## config.mk

```make
export PLATFORM = sky130hd
export DESIGN_NAME = nps_ctrl
export DESIGN_NICKNAME = d
export VERILOG_FILES = /design/src/rtl/nps_pkg.sv /design/src/rtl/nps_ctrl.sv
export SDC_FILE = /design/constraint.sdc
export NUM_CORES = 1
export LEC_CHECK = 0
export ABC_AREA = 1
export BUFFER_PORTS_ARGS = -buffer_cell sky130_fd_sc_hd__clkbuf_2
export CAP_MARGIN = 20
export CORE_ASPECT_RATIO = 2
export CORE_MARGIN = 1.5
export CORE_UTILIZATION = 53
export CTS_BUF_LIST = sky130_fd_sc_hd__clkbuf_8
export DETAILED_ROUTE_END_ITERATION = 6
export PLACE_DENSITY = 0.83
export SYNTH_ARGS = -nofsm -noshare
export SYNTH_HDL_FRONTEND = slang
export SYNTH_SLANG_ARGS = --single-unit
```

## constraint.sdc

```tcl
create_clock -name clk_i -period 3.3 [get_ports clk_i]
set_input_delay 0.33 -clock clk_i [delete_from_list [all_inputs] [get_ports clk_i]]
set_output_delay 0.33 -clock clk_i [all_outputs]
set_load 0.05 [all_outputs]
```

## src/rtl/nps_pkg.sv

```systemverilog
// shared constants for the nand page state array
package nps_pkg;

  localparam int unsigned InDataWidth  = 56;
  localparam int unsigned OutDataWidth = 40;
  localparam int unsigned ProdWidth    = 17;

  localparam logic [2:0] CMD_READ    = 3'd0;
  localparam logic [2:0] CMD_PROGRAM = 3'd1;
  localparam logic [2:0] CMD_ERASE   = 3'd2;
  localparam logic [2:0] CMD_GET     = 3'd3;
  localparam logic [2:0] CMD_SET     = 3'd4;

  localparam logic [1:0] ST_CLEAN   = 2'd0;
  localparam logic [1:0] ST_VALID   = 2'd1;
  localparam logic [1:0] ST_INVALID = 2'd2;

  localparam logic [2:0] RC_OK               = 3'd0;
  localparam logic [2:0] RC_BAD_ADDR         = 3'd1;
  localparam logic [2:0] RC_NOT_CLEAN        = 3'd2;
  localparam logic [2:0] RC_READ_NONVALID    = 3'd3;
  localparam logic [2:0] RC_INVALID_TO_VALID = 3'd4;

  typedef struct packed {
    logic st_we;
    logic dat_we;
  } nps_wr_t;

endpackage

```

## src/rtl/nps_ctrl.sv

```systemverilog
// command sequencer with shared address adder, walk counter and result register
module nps_ctrl #(
  parameter int unsigned NUM_BLOCKS  = 64,
  parameter int unsigned BLOCK_PAGES = 64,
  parameter int unsigned DW          = 32,
  parameter int unsigned AW          = 12
) (
  input  logic             clk_i,
  input  logic             rst_ni,
  input  logic             in_valid_i,
  output logic             in_ready_o,
  input  logic [2:0]       cmd_i,
  input  logic [7:0]       block_index_i,
  input  logic [7:0]       page_index_i,
  input  logic [DW-1:0]    write_data_i,
  input  logic [1:0]       new_status_i,
  output nps_pkg::nps_wr_t wr_o,
  output logic [AW-1:0]    wr_addr_o,
  output logic [1:0]       wr_status_o,
  output logic [DW-1:0]    wr_data_o,
  output logic             rd_en_o,
  output logic [AW-1:0]    rd_addr_o,
  input  logic [1:0]       rd_status_i,
  input  logic [DW-1:0]    rd_data_i,
  output logic             out_valid_o,
  input  logic             out_ready_i,
  output logic [31:0]      read_data_o,
  output logic [1:0]       page_status_o,
  output logic [2:0]       result_code_o
);
  import nps_pkg::*;

  localparam int unsigned PageCount = NUM_BLOCKS * BLOCK_PAGES;
  localparam logic [AW-1:0] ClearLast = AW'(PageCount - 1);
  localparam logic [AW-1:0] EraseLast = AW'(BLOCK_PAGES - 1);

  typedef enum logic [1:0] {
    S_CLEAR,
    S_IDLE,
    S_EXEC,
    S_ERASE
  } state_e;

  state_e          state_q;
  logic [AW-1:0]   cnt_q;
  logic [AW-1:0]   base_q;
  logic [AW-1:0]   slot_q;
  logic [2:0]      cmd_q;
  logic            blk_ok_q;
  logic            pg_ok_q;
  logic [DW-1:0]   wdata_q;
  logic [1:0]      nstat_q;
  logic            out_valid_q;
  logic [31:0]     read_data_q;
  logic [1:0]      page_status_q;
  logic [2:0]      result_code_q;

  logic [ProdWidth-1:0] prod;
  logic [ProdWidth-1:0] op_a;
  logic [ProdWidth-1:0] op_b;
  logic [ProdWidth-1:0] sum;
  logic                 walk;
  logic                 walk_last;
  logic                 accept;
  logic                 out_free;
  logic                 res_load;
  logic                 blk_ok;
  logic                 pg_ok;
  logic                 addr_ok;
  logic [DW+31:0]       rd_ext;
  logic [1:0]           ns;

  nps_wr_t     ex_wr;
  logic [1:0]  ex_status;
  logic [DW-1:0] ex_data;
  logic [31:0] ex_rdata;
  logic [1:0]  ex_pstat;
  logic [2:0]  ex_code;
  logic        ex_erase;

  assign in_ready_o = (state_q == S_IDLE);
  assign accept     = in_valid_i && in_ready_o;
  assign out_free   = !out_valid_q || out_ready_i;
  assign walk       = (state_q == S_CLEAR) || (state_q == S_ERASE);
  assign walk_last  = (state_q == S_CLEAR) ? (cnt_q == ClearLast) : (cnt_q == EraseLast);
  assign res_load   = out_free && (((state_q == S_EXEC) && !ex_erase) ||
                                   ((state_q == S_ERASE) && walk_last));

  assign blk_ok = {1'b0, block_index_i} < 9'(NUM_BLOCKS);
  assign pg_ok  = {1'b0, page_index_i} < 9'(BLOCK_PAGES);
  assign prod   = ProdWidth'(block_index_i) * ProdWidth'(BLOCK_PAGES);

  // shared slot adder: block base plus page offset
  assign op_a = walk ? ProdWidth'(base_q) : prod;
  assign op_b = walk ? ProdWidth'(cnt_q) : ProdWidth'(page_index_i);
  assign sum  = op_a + op_b;

  assign rd_en_o   = accept;
  assign rd_addr_o = sum[AW-1:0];

  assign addr_ok = blk_ok_q && pg_ok_q;
  assign rd_ext  = {32'b0, rd_data_i};
  assign ns      = (nstat_q > ST_INVALID) ? ST_INVALID : nstat_q;

  always_comb begin
    ex_wr     = '0;
    ex_status = rd_status_i;
    ex_data   = wdata_q;
    ex_rdata  = '0;
    ex_pstat  = ST_CLEAN;
    ex_code   = RC_OK;
    ex_erase  = 1'b0;
    unique case (cmd_q)
      CMD_READ: begin
        if (!addr_ok) begin
          ex_code = RC_BAD_ADDR;
        end else begin
          if (rd_status_i != ST_VALID) begin
            ex_code = RC_READ_NONVALID;
          end
          if (rd_status_i != ST_CLEAN) begin
            ex_rdata = rd_ext[31:0];
          end
        end
      end
      CMD_PROGRAM: begin
        if (!addr_ok) begin
          ex_code = RC_BAD_ADDR;
        end else if (rd_status_i != ST_CLEAN) begin
          ex_code = RC_NOT_CLEAN;
        end else begin
          ex_wr.st_we  = 1'b1;
          ex_wr.dat_we = 1'b1;
          ex_status    = ST_VALID;
        end
      end
      CMD_ERASE: begin
        if (!blk_ok_q) begin
          ex_code = RC_BAD_ADDR;
        end else begin
          ex_erase = 1'b1;
        end
      end
      CMD_GET: begin
        if (!addr_ok) begin
          ex_code  = RC_BAD_ADDR;
          ex_pstat = ST_INVALID;
        end else begin
          ex_pstat = rd_status_i;
        end
      end
      CMD_SET: begin
        if (!addr_ok) begin
          ex_code = RC_BAD_ADDR;
        end else begin
          if (rd_status_i == ST_INVALID && ns == ST_VALID) begin
            ex_code = RC_INVALID_TO_VALID;
          end
          ex_wr.st_we = 1'b1;
          ex_status   = ns;
        end
      end
      default: begin
        ex_code = RC_OK;
      end
    endcase
  end

  // memory write port
  always_comb begin
    wr_o        = '0;
    wr_addr_o   = slot_q;
    wr_status_o = ex_status;
    wr_data_o   = ex_data;
    unique case (state_q)
      S_CLEAR: begin
        wr_o.st_we  = 1'b1;
        wr_addr_o   = sum[AW-1:0];
        wr_status_o = ST_CLEAN;
      end
      S_ERASE: begin
        wr_o.st_we  = 1'b1;
        wr_o.dat_we = 1'b1;
        wr_addr_o   = sum[AW-1:0];
        wr_status_o = ST_CLEAN;
        wr_data_o   = '0;
      end
      S_EXEC: begin
        if (out_free) begin
          wr_o = ex_wr;
        end
      end
      default: begin
        wr_o = '0;
      end
    endcase
  end

  always_ff @(posedge clk_i or negedge rst_ni) begin
    if (!rst_ni) begin
      state_q       <= S_CLEAR;
      cnt_q         <= '0;
      base_q        <= '0;
      out_valid_q   <= 1'b0;
      slot_q        <= '0;
      cmd_q         <= CMD_READ;
      blk_ok_q      <= 1'b0;
      pg_ok_q       <= 1'b0;
      wdata_q       <= '0;
      nstat_q       <= ST_CLEAN;
      read_data_q   <= '0;
      page_status_q <= ST_CLEAN;
      result_code_q <= RC_OK;
    end else begin
      if (res_load) begin
        out_valid_q <= 1'b1;
      end else if (out_ready_i) begin
        out_valid_q <= 1'b0;
      end
      unique case (state_q)
        S_CLEAR: begin
          if (walk_last) begin
            cnt_q   <= '0;
            state_q <= S_IDLE;
          end else begin
            cnt_q <= cnt_q + 1'b1;
          end
        end
        S_IDLE: begin
          if (accept) begin
            cmd_q    <= cmd_i;
            blk_ok_q <= blk_ok;
            pg_ok_q  <= pg_ok;
            wdata_q  <= write_data_i;
            nstat_q  <= new_status_i;
            slot_q   <= sum[AW-1:0];
            base_q   <= prod[AW-1:0];
            state_q  <= S_EXEC;
          end
        end
        S_EXEC: begin
          if (ex_erase) begin
            cnt_q   <= '0;
            state_q <= S_ERASE;
          end else if (out_free) begin
            read_data_q   <= ex_rdata;
            page_status_q <= ex_pstat;
            result_code_q <= ex_code;
            state_q       <= S_IDLE;
          end
        end
        S_ERASE: begin
          if (!walk_last) begin
            cnt_q <= cnt_q + 1'b1;
          end else if (out_free) begin
            read_data_q   <= '0;
            page_status_q <= ST_CLEAN;
            result_code_q <= RC_OK;
            cnt_q         <= '0;
            state_q       <= S_IDLE;
          end
        end
        default: begin
          state_q <= S_IDLE;
        end
      endcase
    end
  end

  assign out_valid_o   = out_valid_q;
  assign read_data_o   = read_data_q;
  assign page_status_o = page_status_q;
  assign result_code_o = result_code_q;

endmodule

```

# == Yosys cells after proc, flatten, opt, wreduce, memory -nomap -nowiden ==
# Index checks and enable logic that the tools add are counted.
# totals
ff_bits,109
in_bits,91
out_inout_bits,100
# classes
n_addsub,2
order_cmp,3
n_eq_ne,20
muxes,63
n_reduce_logical,22
# ops
operator,n
$mux W32,8
$mux W12,7
$pmux W32 S2,1
$mux W2,23
$pmux W12 S3,1
$mux W3,6
$lt A8 B7 Y1 const B,2
$pmux W3 S5,1
$add A12 B1 Y12 const B,1
$add A12 B12 Y12,1
$eq A12 B12 Y1 const B,1
$eq A12 B6 Y1 const B,1
$ne A2 B2 Y1 const B,6
$mux W1,9
$pmux W2 S2,2
$pmux W2 S4,1
$eq A2 B2 Y1 const B,3
$eq A3 B2 Y1 const B,2
$logic_and A1 B1 Y1,6
$pmux W1 S2,3
$pmux W3 S2,1
$reduce_and A3 Y1,2
$reduce_bool A2 Y1,3
$reduce_and A5 Y1,1
other kinds (13),18

# == Depth between registers and ports, before layout ==
# Gate-level depths: netlist (run 1).
# logic_depth
ltp_word,10
ltp_mapped,16

# == Worst setup path after synthesis (run 1) ==
# OpenSTA, ideal clock, no wires.
# synth_timing
path_type,register to output
start,register state_q[0]
end,output port wr_addr_o[10]
t_arrival_ns,3.857
path_slack_ns,-0.887
path_stages_with_launch,16
path_buffers,3
cell_sequence,dfrtp_1 inv_1 ha_1 clkbuf_1 inv_1 buf_2 buf_1 nand2_1 o21ai_0 ha_1 inv_1 fa_1 o21ai_0 xor2_1 nand2_1 o21ai_0
# synth_between
elab_chain_cells,5
# synth_rtl
item,line_no,rtl
start: declaration,nps_ctrl.sv:44,state_e state_q;
start signal: assignment,nps_ctrl.sv:201,state_q <= S_CLEAR;
start signal: assignment,nps_ctrl.sv:224,state_q <= S_IDLE;
start signal: assignment,nps_ctrl.sv:238,state_q <= S_EXEC;
$eq A2 B2 Y1 / $logic_not A2 Y1 (equally long branches),nps_ctrl.sv:84,assign walk = (state_q == S_CLEAR) || (state_q == S_ERASE);
$logic_or A1 B1 Y1 (*),nps_ctrl.sv:84,
$mux W12 (on tied branches),"nps_ctrl.sv:94, nps_ctrl.sv:95",
$add A12 B12 Y12 (*),nps_ctrl.sv:96,assign sum = op_a + op_b;
named net rd_addr_o[10],nps_ctrl.sv:22,"output logic [AW-1:0] rd_addr_o,"
$mux W12 (*),nps_ctrl.sv:175,unique case (state_q)
end: declaration,nps_ctrl.sv:18,"output logic [AW-1:0] wr_addr_o,"
# Mark *: on every way through the listed nets, which the timed path passes. The rest lies on a longest branch.

# == Final worst setup path (run 1) ==
# layout_timing
start,register state_q[1]
end,output port wr_addr_o[10]
# layout_between
elab_chain_cells,5
# layout_rtl
item,line_no
$eq A2 B2 Y1 / $logic_not A2 Y1 (equally long branches),"nps_ctrl.sv:84, nps_ctrl.sv:175"
$logic_or A1 B1 Y1,nps_ctrl.sv:84
$mux W12 (on tied branches),"nps_ctrl.sv:94, nps_ctrl.sv:95"
$add A12 B12 Y12,nps_ctrl.sv:96
$mux W12 (*),nps_ctrl.sv:175
# Every way passes the cells marked *; elsewhere a longest branch is shown, timed or not.

==> results.md, run 1 <==
- Avg Vias per Cell: 5.12
- Min-Delay Path Class: primary input to flip-flop
- Clk sink count: between 100 and 150
- CTS tree: done
- Via Count: roughly 5,600
- Vias in the first global route: roughly 5,600
- Initial antenna violation count: 0
- Cell Area, Synth: 0.00588 mm²
- Worst reg2reg setup slack: 0.82 ns
- DRT Pass-1 Iters: 5
- Max-cap violations: 0
- Final Hold Viols: 0
- First-pass GRT wire length: approximately 25,000 µm
- Ant diodes: 0
- Flops & latches, synth: 109
- R2R depth: 12
- Hold Path End: blk_ok_q$_DFFE_PN0P_
- Critical Path RT: just under 3 ns
- WL per Instance: 14.1 µm
- Mapped Nets: 877
- Crit Path Max Fanout: 8
- Largest net degree at the start of global routing: 84
- Die Width: between 70 and 80 µm
- Worst-path clk slew: 0.11 ns
- Detailed Place HPWL: ~12,000 µm
- Crit path DAT: ~2.8 ns
- Initial Util: 0.540
- Crit Path Category: flip-flop to primary output
- Remaining Overflow, GRT: 0
- Final Max Slew Viols: 0
- Hold Slack: between 0.1 and 0.15 ns
- Static Leak: 3.92 nW
- Tcrit/Tclk final: 0.959
- Seq/Total Area, Yosys: 0.464
- Synth top area share: 0.464
- Final GP Congestion: between 0.9 and 1
- Layout Nets: roughly 1,100
- Root Driver: clkbuf_8
- Synth cell types: 33
- Design Area, Final: approximately 0.0074 mm²
- Syn Inst Count: between 700 and 800
- Top post-synthesis cells by area: dfrtp_1 (46%), nand2_1 (16%), o21ai_0 (6.9%)
- Clock latency on the worst-skew pair: ~0.38 ns
- Residual DRC: 0
- PwrDens: around 1200 mW/mm²
- Core area: between 0.01 and 0.015 mm²
- Placed inst area: between 0.007 and 0.008 mm²
- Syn. warnings: 0
- Layout cells sized above 1: 0.314
- ANT nets after route: 0
- R2R Path End: slot_q[10]$_DFFE_PN0P_
- Final WL: between 15,000 and 20,000 µm
- Cts bufs inserted: 9
- Row cnt: 54
- Max clock buf depth: 2
- Hold Crit Start: block_index_i[6]
- Status: finished, final reports clean
- Type of origin of the critical path: flip-flop
- Measured slew at the worst slew-check pin: ~0.72 ns
- H-tree levels: 3
- Leading area contributor after synthesis: dfrtp_1
- Setup Viol. Count Final: 0
- Total GRT Usage: 0.271
- First DRT Iteration DRCs: 334
- VDD IR max: between 1000 and 1500 µV
- Layout area overhead: 26.3%
- Synthesized area per cell: about 7.6 µm²
- Final Critical Period: 3.16 ns
- CP endpoint kind: primary output
- Max Fclk: roughly 320 MHz
- I/O pins: 191
- Slew HR: 0.522
- Die height: 152 µm
- Die area: about 0.012 mm²
- IO buf count: 190
- WHS Path Cells: 2
- Final setup skew: roughly 0.015 ns
- R2R Path Start: state_q[1]$_DFFE_PN0P_
## how the worst max path moves through the flow
stage	end	slack (ns)	from
final	wr_addr_o[10]	0.14	state_q[1]$_DFFE_PN0P_
after floorplan	wr_addr_o[10]	-0.19	state_q[0]$_DFFE_PN0P_
after detailed placement	wr_addr_o[10]	-0.02	state_q[0]$_DFFE_PN0P_
after global placement	wr_addr_o[10]	0.13	state_q[1]$_DFFE_PN0P_
after global routing	wr_addr_o[10]	-0.005	state_q[1]$_DFFE_PN0P_
after CTS	wr_addr_o[10]	-0.004	state_q[1]$_DFFE_PN0P_
## worst max-delay path, stage by stage (launching register included)
cell and delay (ns):
dfrtp_1 0.41, inv_2 0.10, ha_4 0.22, buf_4 0.16, o21ai_2 0.15, ha_2 0.21
inv_1 0.08, fa_2 0.41, o21ai_4 0.22, xor2_4 0.19, nand2_2 0.08, o21ai_4 0.07
buf_12 0.15
## report_power, final
group | internal, mW | switching (mW) | total (mW)
Sequential | 1.73 | 0.206 | 1.94
Combinational | 1.64 | 4.20 | 5.83
Clock | 0.375 | 0.503 | 0.878
Total | 3.75 | 4.91 | 8.65
## layout make-up
class	instances	area [µm²]
fill	912	3450
sequential	109	2730
multi-input combinational	538	2710
timing repair buffer	211	1240
inverter	90	339
tap	140	175
clock buffer	9	124
clock inverter	7	101
## state kept, by name, summed over array words and instances, names as in the netlist
register,flops
base_q,6
blk_ok_q,1
cmd_q,3
cnt_q,12
ex_data,32
nstat_q,2
out_valid_o,1
page_status_o,2
pg_ok_q,1
read_data_o,32
result_code_o,3
slot_q,12
state_q,2
## per-stage QoR
stage                     power, mW  setup WS, ns  TNS [ns]  utilization  instances
after floorplan                6.10        -0.190    -0.238            -        775
after global placement         7.53         0.128         0        0.652       1080
after detailed placement       7.61       -0.0183   -0.0183        0.652       1080
after CTS                      8.59      -0.00390  -0.00390        0.679       1102
after global routing           9.16      -0.00511  -0.00511        0.682       1104
final                          8.65         0.136         0        0.682       1104
## repair_timing
action,CTS,global route
buffers inserted,5,2
hold buffers,1,0
endpoints found under the setup margin,7,6
hold endpoints to repair,14,0
resized for setup,7,9
pin swaps,4,5
## cell usage after synthesis
cell      count
nand2_1     249
dfrtp_1     109
inv_1        83
o21ai_0      81
nor2_1       68
nand3_1      26
o21ai_2      25
nand2_2      19
o21ai_1      17
clkbuf_1     14
ha_1         10
buf_6         9
buf_2         7
nand4_1       7
buf_1         6
inv_2         6
a21oi_1       5
o21bai_1      5
xor2_1        5
nor2_2        3
nor3_1        3
o31ai_1       3
a21o_1        2
buf_4         2
o211ai_1      2
or2_2         2
and2_1        1
clkinv_2      1
fa_1          1
nand2_4       1
nor3_2        1
or2_1         1
xnor2_1       1
## cell families (layout without fill, tap and decap cells)
logic type / after synthesis / after routing / synth area share
adders and majority gates: 11 / 11 / 0.0247
AOI/OAI and AO/OA: 140 / 140 / 0.140
xor gates and xnor gates: 6 / 6 / 0.00894
buffers and inverters: 128 / 317 / 0.0962
and+or+nand+nor: 381 / 381 / 0.266
DFF: 109 / 109 / 0.464
## layer usage
| layer | wire (µm) | part of all wire | track usage |
|---|---|---|---|
| met1 | 5720 | 0.37 | 0.295 |
| met2 | 8430 | 0.54 | 0.490 |
| met3 | 732 | 0.047 | 0.0456 |
| met5 | 0 | 0 | 0 |
| met4 | 715 | 0.046 | 0.147 |
## cell usage in the layout, fill, tap and decap left out, drive strengths merged, types with 3 or more instances in the layout
| cell | Yosys | routed |
|---|---|---|
| o31ai | 3 | 3 |
| o21ai | 123 | 123 |
| a21oi | 5 | 5 |
| ha | 10 | 10 |
| dfrtp | 109 | 109 |
| or2 | 3 | 3 |
| o21bai | 5 | 5 |
| inv | 89 | 91 |
| clkinv | 1 | 4 |
| clkbuf | 14 | 192 |
| nand3 | 26 | 26 |
| buf | 24 | 27 |
| nor2 | 71 | 71 |
| nand4 | 7 | 7 |
| nand2 | 269 | 269 |
| nor3 | 4 | 4 |
| xor2 | 5 | 5 |
No activity file was read; power rests on OpenSTA's default activity.
==> inputs of run 2 (changes only) <==
ABC_AREA = not set   (was 1)
CORE_UTILIZATION = 52   (was 53)
==> results.md, run 2 <==
- R2R Path Start: state_q[1]$_DFFE_PN0P_
- Largest net degree at the start of global routing: 59 (-30%)
- # fillers: 751 (-18%)
- Initial Util: 0.539 (-0.00105)
- VDD IR max: 271 µV (-78%)
- Max clock buf depth: 2 (unchanged)
- Most common cell after layout, fill and taps aside: clkbuf_2
- Instance count on the critical path: 14 (+2)
- DRT Pass-1 Iters: 5 (unchanged)
- Syn. warnings: 0 (unchanged)
- Type of origin of the critical path: flip-flop
- Crit Path Category: flip-flop to primary output
- Max incr delay on CP: 0.39 ns (-0.02 ns)
- Mapped Nets: 587 (-33%)
- Fin cells: 821 (-26%)
- Post-synth top cells: dfrtp_1 (109), mux2_2 (51), nand2_1 (43), nor2b_1 (41), a22o_1 (26)
- Final WL: 14,500 µm (-7.1%)
- R2R Path End: slot_q[10]$_DFFE_PN0P_
- Flops & latches, synth: 109 (unchanged)
- Setup Viol. Count Final: 0 (unchanged)
- CP endpoint kind: primary output
- Die Width: 75.6 µm (-2.5%)
- Final core utilization: 0.691 (+0.00877)
- Tcrit/Tclk final: 0.990 (+0.0309)
- Static Leak: 3.52 nW (-10%)
- Detailed Place HPWL: 10,300 µm (-13%)
- Final Max Slew Viols: 0 (unchanged)
- WP buf/inv: 5 (+1)
- Flip-flop and latch area: 0.00273 mm² (unchanged)
- First DRT Iteration DRCs: 244 (-27%)
- Layout cells sized above 1: 0.472 (+0.158)
- Final setup skew: 0.0220 ns (+0.00698 ns)
- Synth top area share: 0.498 (+0.0343)
- Syn Inst Count: 485 (-37%)
- Multi-input logic area: 0.00264 mm² (-2.7%)
- Row cnt: 52 (-3.7%)
- Clock latency on the worst-skew pair: 0.40 ns (+0.02 ns)
- I/O pins: 191 (unchanged)
- CTS tree: done
- Via Count: 4,601 (-19%)
- Seq/Total Area, Yosys: 0.498 (+0.0343)
- Cell Area, Synth: 0.00547 mm² (-6.9%)
- IO buf count: 190 (unchanged)
- Ant diodes: 0 (unchanged)
- Die area: 0.0112 mm² (-4.9%)
- Worst reg2reg setup slack: 0.74 ns (-0.08 ns)
- Final Hold Viols: 0 (unchanged)
- Slew HR: 0.450 (-0.0714)
- Layout Nets: 783 (-26%)
- Final Critical Period: 3.27 ns (+0.102 ns)
- Initial antenna violation count: 0 (unchanged)
- Most frequent cells in the layout: clkbuf_2 (185), dfrtp_1 (109), mux2_2 (48)
- Measured slew at the worst slew-check pin: 0.824 ns (+0.107 ns)
- Dpl cells: 794 (-26%)
- Max-cap violations: 0 (unchanged)
- Final GP Congestion: 0.878 (-7.5%)
- Layout area overhead: 28.2%
- ANT nets after route: 0 (unchanged)
- Min-Delay Path Class: primary input to flip-flop
- Max Fclk: 306 MHz (-3.1%)
- Worst-path clk slew: 0.11 ns (about the same)
- Ys flop type: dfrtp_1
- H-tree levels: 3 (unchanged)
- Status: finished, final reports clean
- Die height: 148 µm (-2.5%)
- Critical Path Sink: wr_addr_o[10]
- Clk sink count: 109 (unchanged)
- Critical Path RT: 2.97 ns (about the same)
- First-pass GRT wire length: 21,900 µm (-14%)
- R2R depth: 11 (-1)
- WL per Instance: 17.7 µm (+25%)
- Crit-path cells: inv_2, ha_4, buf_12, nand2_1, o21ai_1, ha_4, inv_2, fa_2, inv_1, a21o_1, a21oi_2, xor2_2, o21ai_4, buf_8
- Residual DRC: 0 (unchanged)
- Cts bufs inserted: 9 (unchanged)
- Root Driver: clkbuf_8
- Core area: 0.0101 mm² (-6.7%)
- Vias in the first global route: 4,705 (-16%)
- Total GRT Usage: 0.256 (-0.0155)
- Crit Path Max Fanout: 20 (+12)
- Synthesized area per cell: 11.3 µm² (+49%)
- Critical-path top delay cell: fa_2
- Crit path from: state_q[1]$_DFFE_PN0P_
- Avg Vias per Cell: 5.60 (+9.5%)
- Post-synth ARST share: 1.00 (unchanged)
- Top post-synthesis cells by area: dfrtp_1 (50%), mux2_2 (10%), nor2b_1 (4.7%)
- Leading area contributor after synthesis: dfrtp_1
- Remaining Overflow, GRT: 0 (unchanged)
- Number of flops mapped to enable cells by yosys: 0 (unchanged)
- Count leader, synth: dfrtp_1
- RSZ-0062 raised after global routing: yes
- Crit path DAT: 2.94 ns (+0.11 ns)
- Synth cell types: 64 (+94%)
- CP delay by family, top: adder cells
- PwrDens: 317 mW/mm² (-73%)
[run 2: cell count changes in the layout (fill, tap and decap cells not counted), sizes merged, moves of 7 or more]
cell,previous run,this run
nand2,269,43
nand2b,0,7
mux2,0,51
inv,91,21
nor2b,0,41
o2bb2ai,0,11
nor2,71,20
a22o,0,33
o21ai,123,22
nand3,26,8
[run 2: cells by family after synthesis]
group / count (synthesis) / synth area share
and+or+nand+nor: 147 / 0.149
AOI/OAI and AO/OA: 110 / 0.155
DFF: 109 / 0.498
muxes: 56 / 0.114
buffers and inverters: 45 / 0.0457
adders and majority gates: 11 / 0.0265
xor gates and xnor gates: 7 / 0.0112
[run 2: final cells by class]
class / instances / area share
inverter: 17 / 0.00910
timing repair buffer: 213 / 0.174
clock inverter: 7 / 0.0107
multi-input combinational: 331 / 0.376
sequential: 109 / 0.389
tap: 135 / 0.0241
clock buffer: 9 / 0.0177
[run 2: per-layer routing]
metal / vias to the layer above / routed length (µm) / global-route usage
li1: 2121 / - / -
met1: 2246 / 5190 / 0.268
met2: 189 / 8040 / 0.461
met3: 45 / 662 / 0.0535
met4: 0 / 599 / 0.127
met5: - / 0 / 0
[run 2: timing repair]
action | in CTS | in global routing
pin swaps | 6 | 7
hold endpoints to repair | 51 | 0
hold buffers | 1 | 0
setup buffers | 6 | 3
gates resized for setup | 20 | 14
setup endpoints to repair | 9 | 4
[run 2: worst min-delay path by stage]
stage,startpoint,to,cells after the start
after detailed placement,rst_ni,read_data_o[22]$_DFFE_PN0P_,1
after global placement,rst_ni,read_data_o[22]$_DFFE_PN0P_,1
after global routing,block_index_i[7],blk_ok_q$_DFFE_PN0P_,2
after floorplan,rst_ni,base_q[10]$_DFFE_PN0P_,0
after CTS,block_index_i[7],blk_ok_q$_DFFE_PN0P_,2
final,block_index_i[7],blk_ok_q$_DFFE_PN0P_,2
[run 2: power by group]
group | total, mW | internal, mW | switching, mW | leakage, nW
Clock | 0.799 | 0.300 | 0.499 | 0.0985
Sequential | 1.33 | 1.33 | 0 | 1.47
Combinational | 0.0913 | 0.0434 | 0.0480 | 1.95
Total | 2.23 | 1.68 | 0.547 | 3.52
[run 2: metrics by stage]
stage | worst slack [ns] | power (mW) | instance area (µm²) | setup TNS, ns | hold WS (ns)
floorplan | 0.0364 | 1.37 | 5520 | 0 | 0.0344
global placement | 0.130 | 1.45 | 6580 | 0 | 0.393
detailed placement | -0.0191 | 1.45 | 6580 | -0.0191 | 0.397
CTS | -0.000496 | 2.26 | 6920 | -0.000496 | 0.101
global route | -0.0774 | 2.32 | 7020 | -0.186 | 0.110
finish | 0.0344 | 2.23 | 7020 | 0 | 0.123
==> inputs of run 3 (changes only) <==
GPL_TIMING_DRIVEN = 0   (was not set)
==> results.md, run 3 (synthesized netlist as in run 2, its figures left out) <==
- Die height: 148 µm (unchanged)
- Most frequent cells in the layout: clkbuf_2 (186), dfrtp_1 (109), mux2_2 (50)
- Max Fclk: 308 MHz (+0.71%)
- PwrDens: 311 mW/mm² (-2.0%)
- Core area: 0.0101 mm² (unchanged)
- Measured slew at the worst slew-check pin: 0.845 ns (+0.0207 ns)
- DRT Pass-1 Iters: 5 (unchanged)
- Ant diodes: 0 (unchanged)
- Tcrit/Tclk final: 0.983 (-0.00699)
- CP endpoint kind: primary output
- Final GP Congestion: 0.873 (-0.52%)
- Final Max Slew Viols: 0 (unchanged)
- Static Leak: 3.61 nW (+2.4%)
- Detailed Place HPWL: 10,600 µm (+3.2%)
- Type of origin of the critical path: flip-flop
- Die Width: 75.6 µm (unchanged)
- Slew HR: 0.437 (-0.0138)
- Max clock buf depth: 2 (unchanged)
- Final WL: 14,200 µm (-2.2%)
- Most common cell after layout, fill and taps aside: clkbuf_2
- Status: finished, final reports clean
- H-tree levels: 3 (unchanged)
- R2R Path End: slot_q[10]$_DFFE_PN0P_
- VDD IR max: 298 µV (+9.8%)
- First-pass GRT wire length: 22,300 µm (+1.5%)
- TNS Setup: 0 ns (unchanged)
- First DRT Iteration DRCs: 246 (+0.82%)
- Remaining Overflow, GRT: 0 (unchanged)
- R2R Path Start: state_q[0]$_DFFE_PN0P_
- Row cnt: 52 (unchanged)
- Total GRT Usage: 0.261 (+0.00467)
- Final Critical Period: 3.24 ns (-0.0231 ns)
- Setup Viol. Count Final: 0 (unchanged)
- Worst reg2reg setup slack: 0.64 ns (-0.10 ns)
- Final setup skew: 0.0187 ns (-0.00331 ns)
- Min-Delay Path Class: primary input to asynchronous set/reset pin
- Setup WS pre-CTS: -0.621 ns (-0.602 ns)
- Largest net degree at the start of global routing: 110 (+86%)
- Crit path DAT: 2.91 ns (-0.03 ns)
- Final Hold Viols: 0 (unchanged)
- I/O pins: 191 (unchanged)
- Clock latency on the worst-skew pair: 0.38 ns (-0.02 ns)
- ANT nets after route: 0 (unchanged)
- Hold buffers post-CTS: 0 (-1)
- Crit Path Category: flip-flop to primary output
- Initial antenna violation count: 0 (unchanged)
- Crit Path Max Fanout: 6 (-70%)
- Max-cap violations: 0 (unchanged)
- Layout area overhead: 29.8%
- Via Count: 4,735 (+2.9%)
- CTS tree: done
- RSZ-0062 raised after global routing: yes
- WL per Instance: 17.0 µm (-4.0%)
- Worst-path clk slew: 0.10 ns (about the same)
- IO buf count: 190 (unchanged)
- Residual DRC: 0 (unchanged)
- Root Driver: clkbuf_8
- Layout cells sized above 1: 0.475 (+0.00273)
- Clk sink count: 109 (unchanged)
- Setup ws final: 0.0574 ns (+0.0231 ns)
- Avg Vias per Cell: 5.66 (+1.1%)
- Initial Util: 0.539 (unchanged)
- R2R depth: 13 (+2)
- Critical Path RT: 2.97 ns (about the same)
- Die area: 0.0112 mm² (unchanged)
- Vias in the first global route: 4,824 (+2.5%)
- Cts bufs inserted: 9 (unchanged)
- Layout Nets: 798 (+1.9%)
==> run 3: cell count changes in the layout (fill, tap and decap cells not counted), moves of 3 or more <==
cell | before | now
inv_8 | 3 | 0
clkbuf_8 | 9 | 13
clkbuf_1 | 0 | 6
buf_12 | 4 | 0
buf_4 | 19 | 15
buf_2 | 0 | 7
==> run 3: final cells by class <==
class                   instances  area (µm²)
flip-flops and latches        109        2730
clock buffers                   9         124
fillers                       765        3040
plain buffers                  26         233
repair buffers                202        1090
well taps                     135         169
inverters                      17        63.8
clock inverters                 7        66.3
multi-input cells             331        2640
==> run 3: power by group <==
| part | internal [mW] | leakage (nW) | switching [mW] |
|---|---|---|---|
| clock network | 0.347 | 0.0982 | 0.439 |
| logic | 0.0406 | 2.04 | 0.0463 |
| registers | 1.33 | 1.47 | 0 |
| total | 1.72 | 3.61 | 0.486 |
==> run 3: metal layers <==
| metal | global-route usage | up-vias | part of all wire | routed length (µm) |
|---|---|---|---|---|
| li1 | - | 2149 | - | - |
| met1 | 0.268 | 2313 | 0.35 | 4980 |
| met2 | 0.466 | 232 | 0.55 | 7750 |
| met3 | 0.0549 | 41 | 0.063 | 887 |
| met4 | 0.145 | 0 | 0.039 | 546 |
| met5 | 0 | - | 0 | 0 |
==> run 3: what timing repair did <==
item | in CTS | in global routing
endpoints found under the setup margin | 13 | 7
resized for setup | 31 | 13
pin swaps | 6 | 8
setup buffers | 8 | 4
==> run 3: worst max-delay path by stage <==
stage / from / endpoint / slack (ns) / cells past startpoint
global placement: state_q[0]$_DFFE_PN0P_ / wr_addr_o[10] / -0.52 / 16
CTS: state_q[0]$_DFFE_PN0P_ / wr_addr_o[11] / -0.01 / 11
floorplan: state_q[0]$_DFFE_PN0P_ / wr_addr_o[10] / 0.04 / 15
global route: state_q[0]$_DFFE_PN0P_ / wr_addr_o[10] / -0.06 / 13
detailed placement: state_q[0]$_DFFE_PN0P_ / wr_addr_o[10] / -0.62 / 16
finish: state_q[0]$_DFFE_PN0P_ / wr_addr_o[10] / 0.06 / 13
==> run 3: stage by stage <==
step	cells	util	area (µm²)	hold WS, ns	power [mW]
6_report	836	0.700	7110	0.0578	2.21
5_1_grt	836	0.700	7110	0.130	2.29
4_1_cts	833	0.692	7020	0.0864	2.24
3_5_place_dp	810	0.655	6640	0.475	1.45
3_3_place_gp	810	0.654	6640	0.463	1.45
2_1_floorplan	485	-	5520	0.0344	1.37
==> run 3: critical path, stage by stage, from the launching register on <==
cell and delay (ns):
dfrtp_1 0.37, inv_2 0.06, ha_4 0.31, clkbuf_16 0.16, mux2_4 0.31, ha_4 0.17
inv_2 0.05, fa_2 0.19, inv_1 0.04, a21o_1 0.16, a21oi_2 0.18, xor2_2 0.29
o21ai_4 0.09, buf_8 0.15
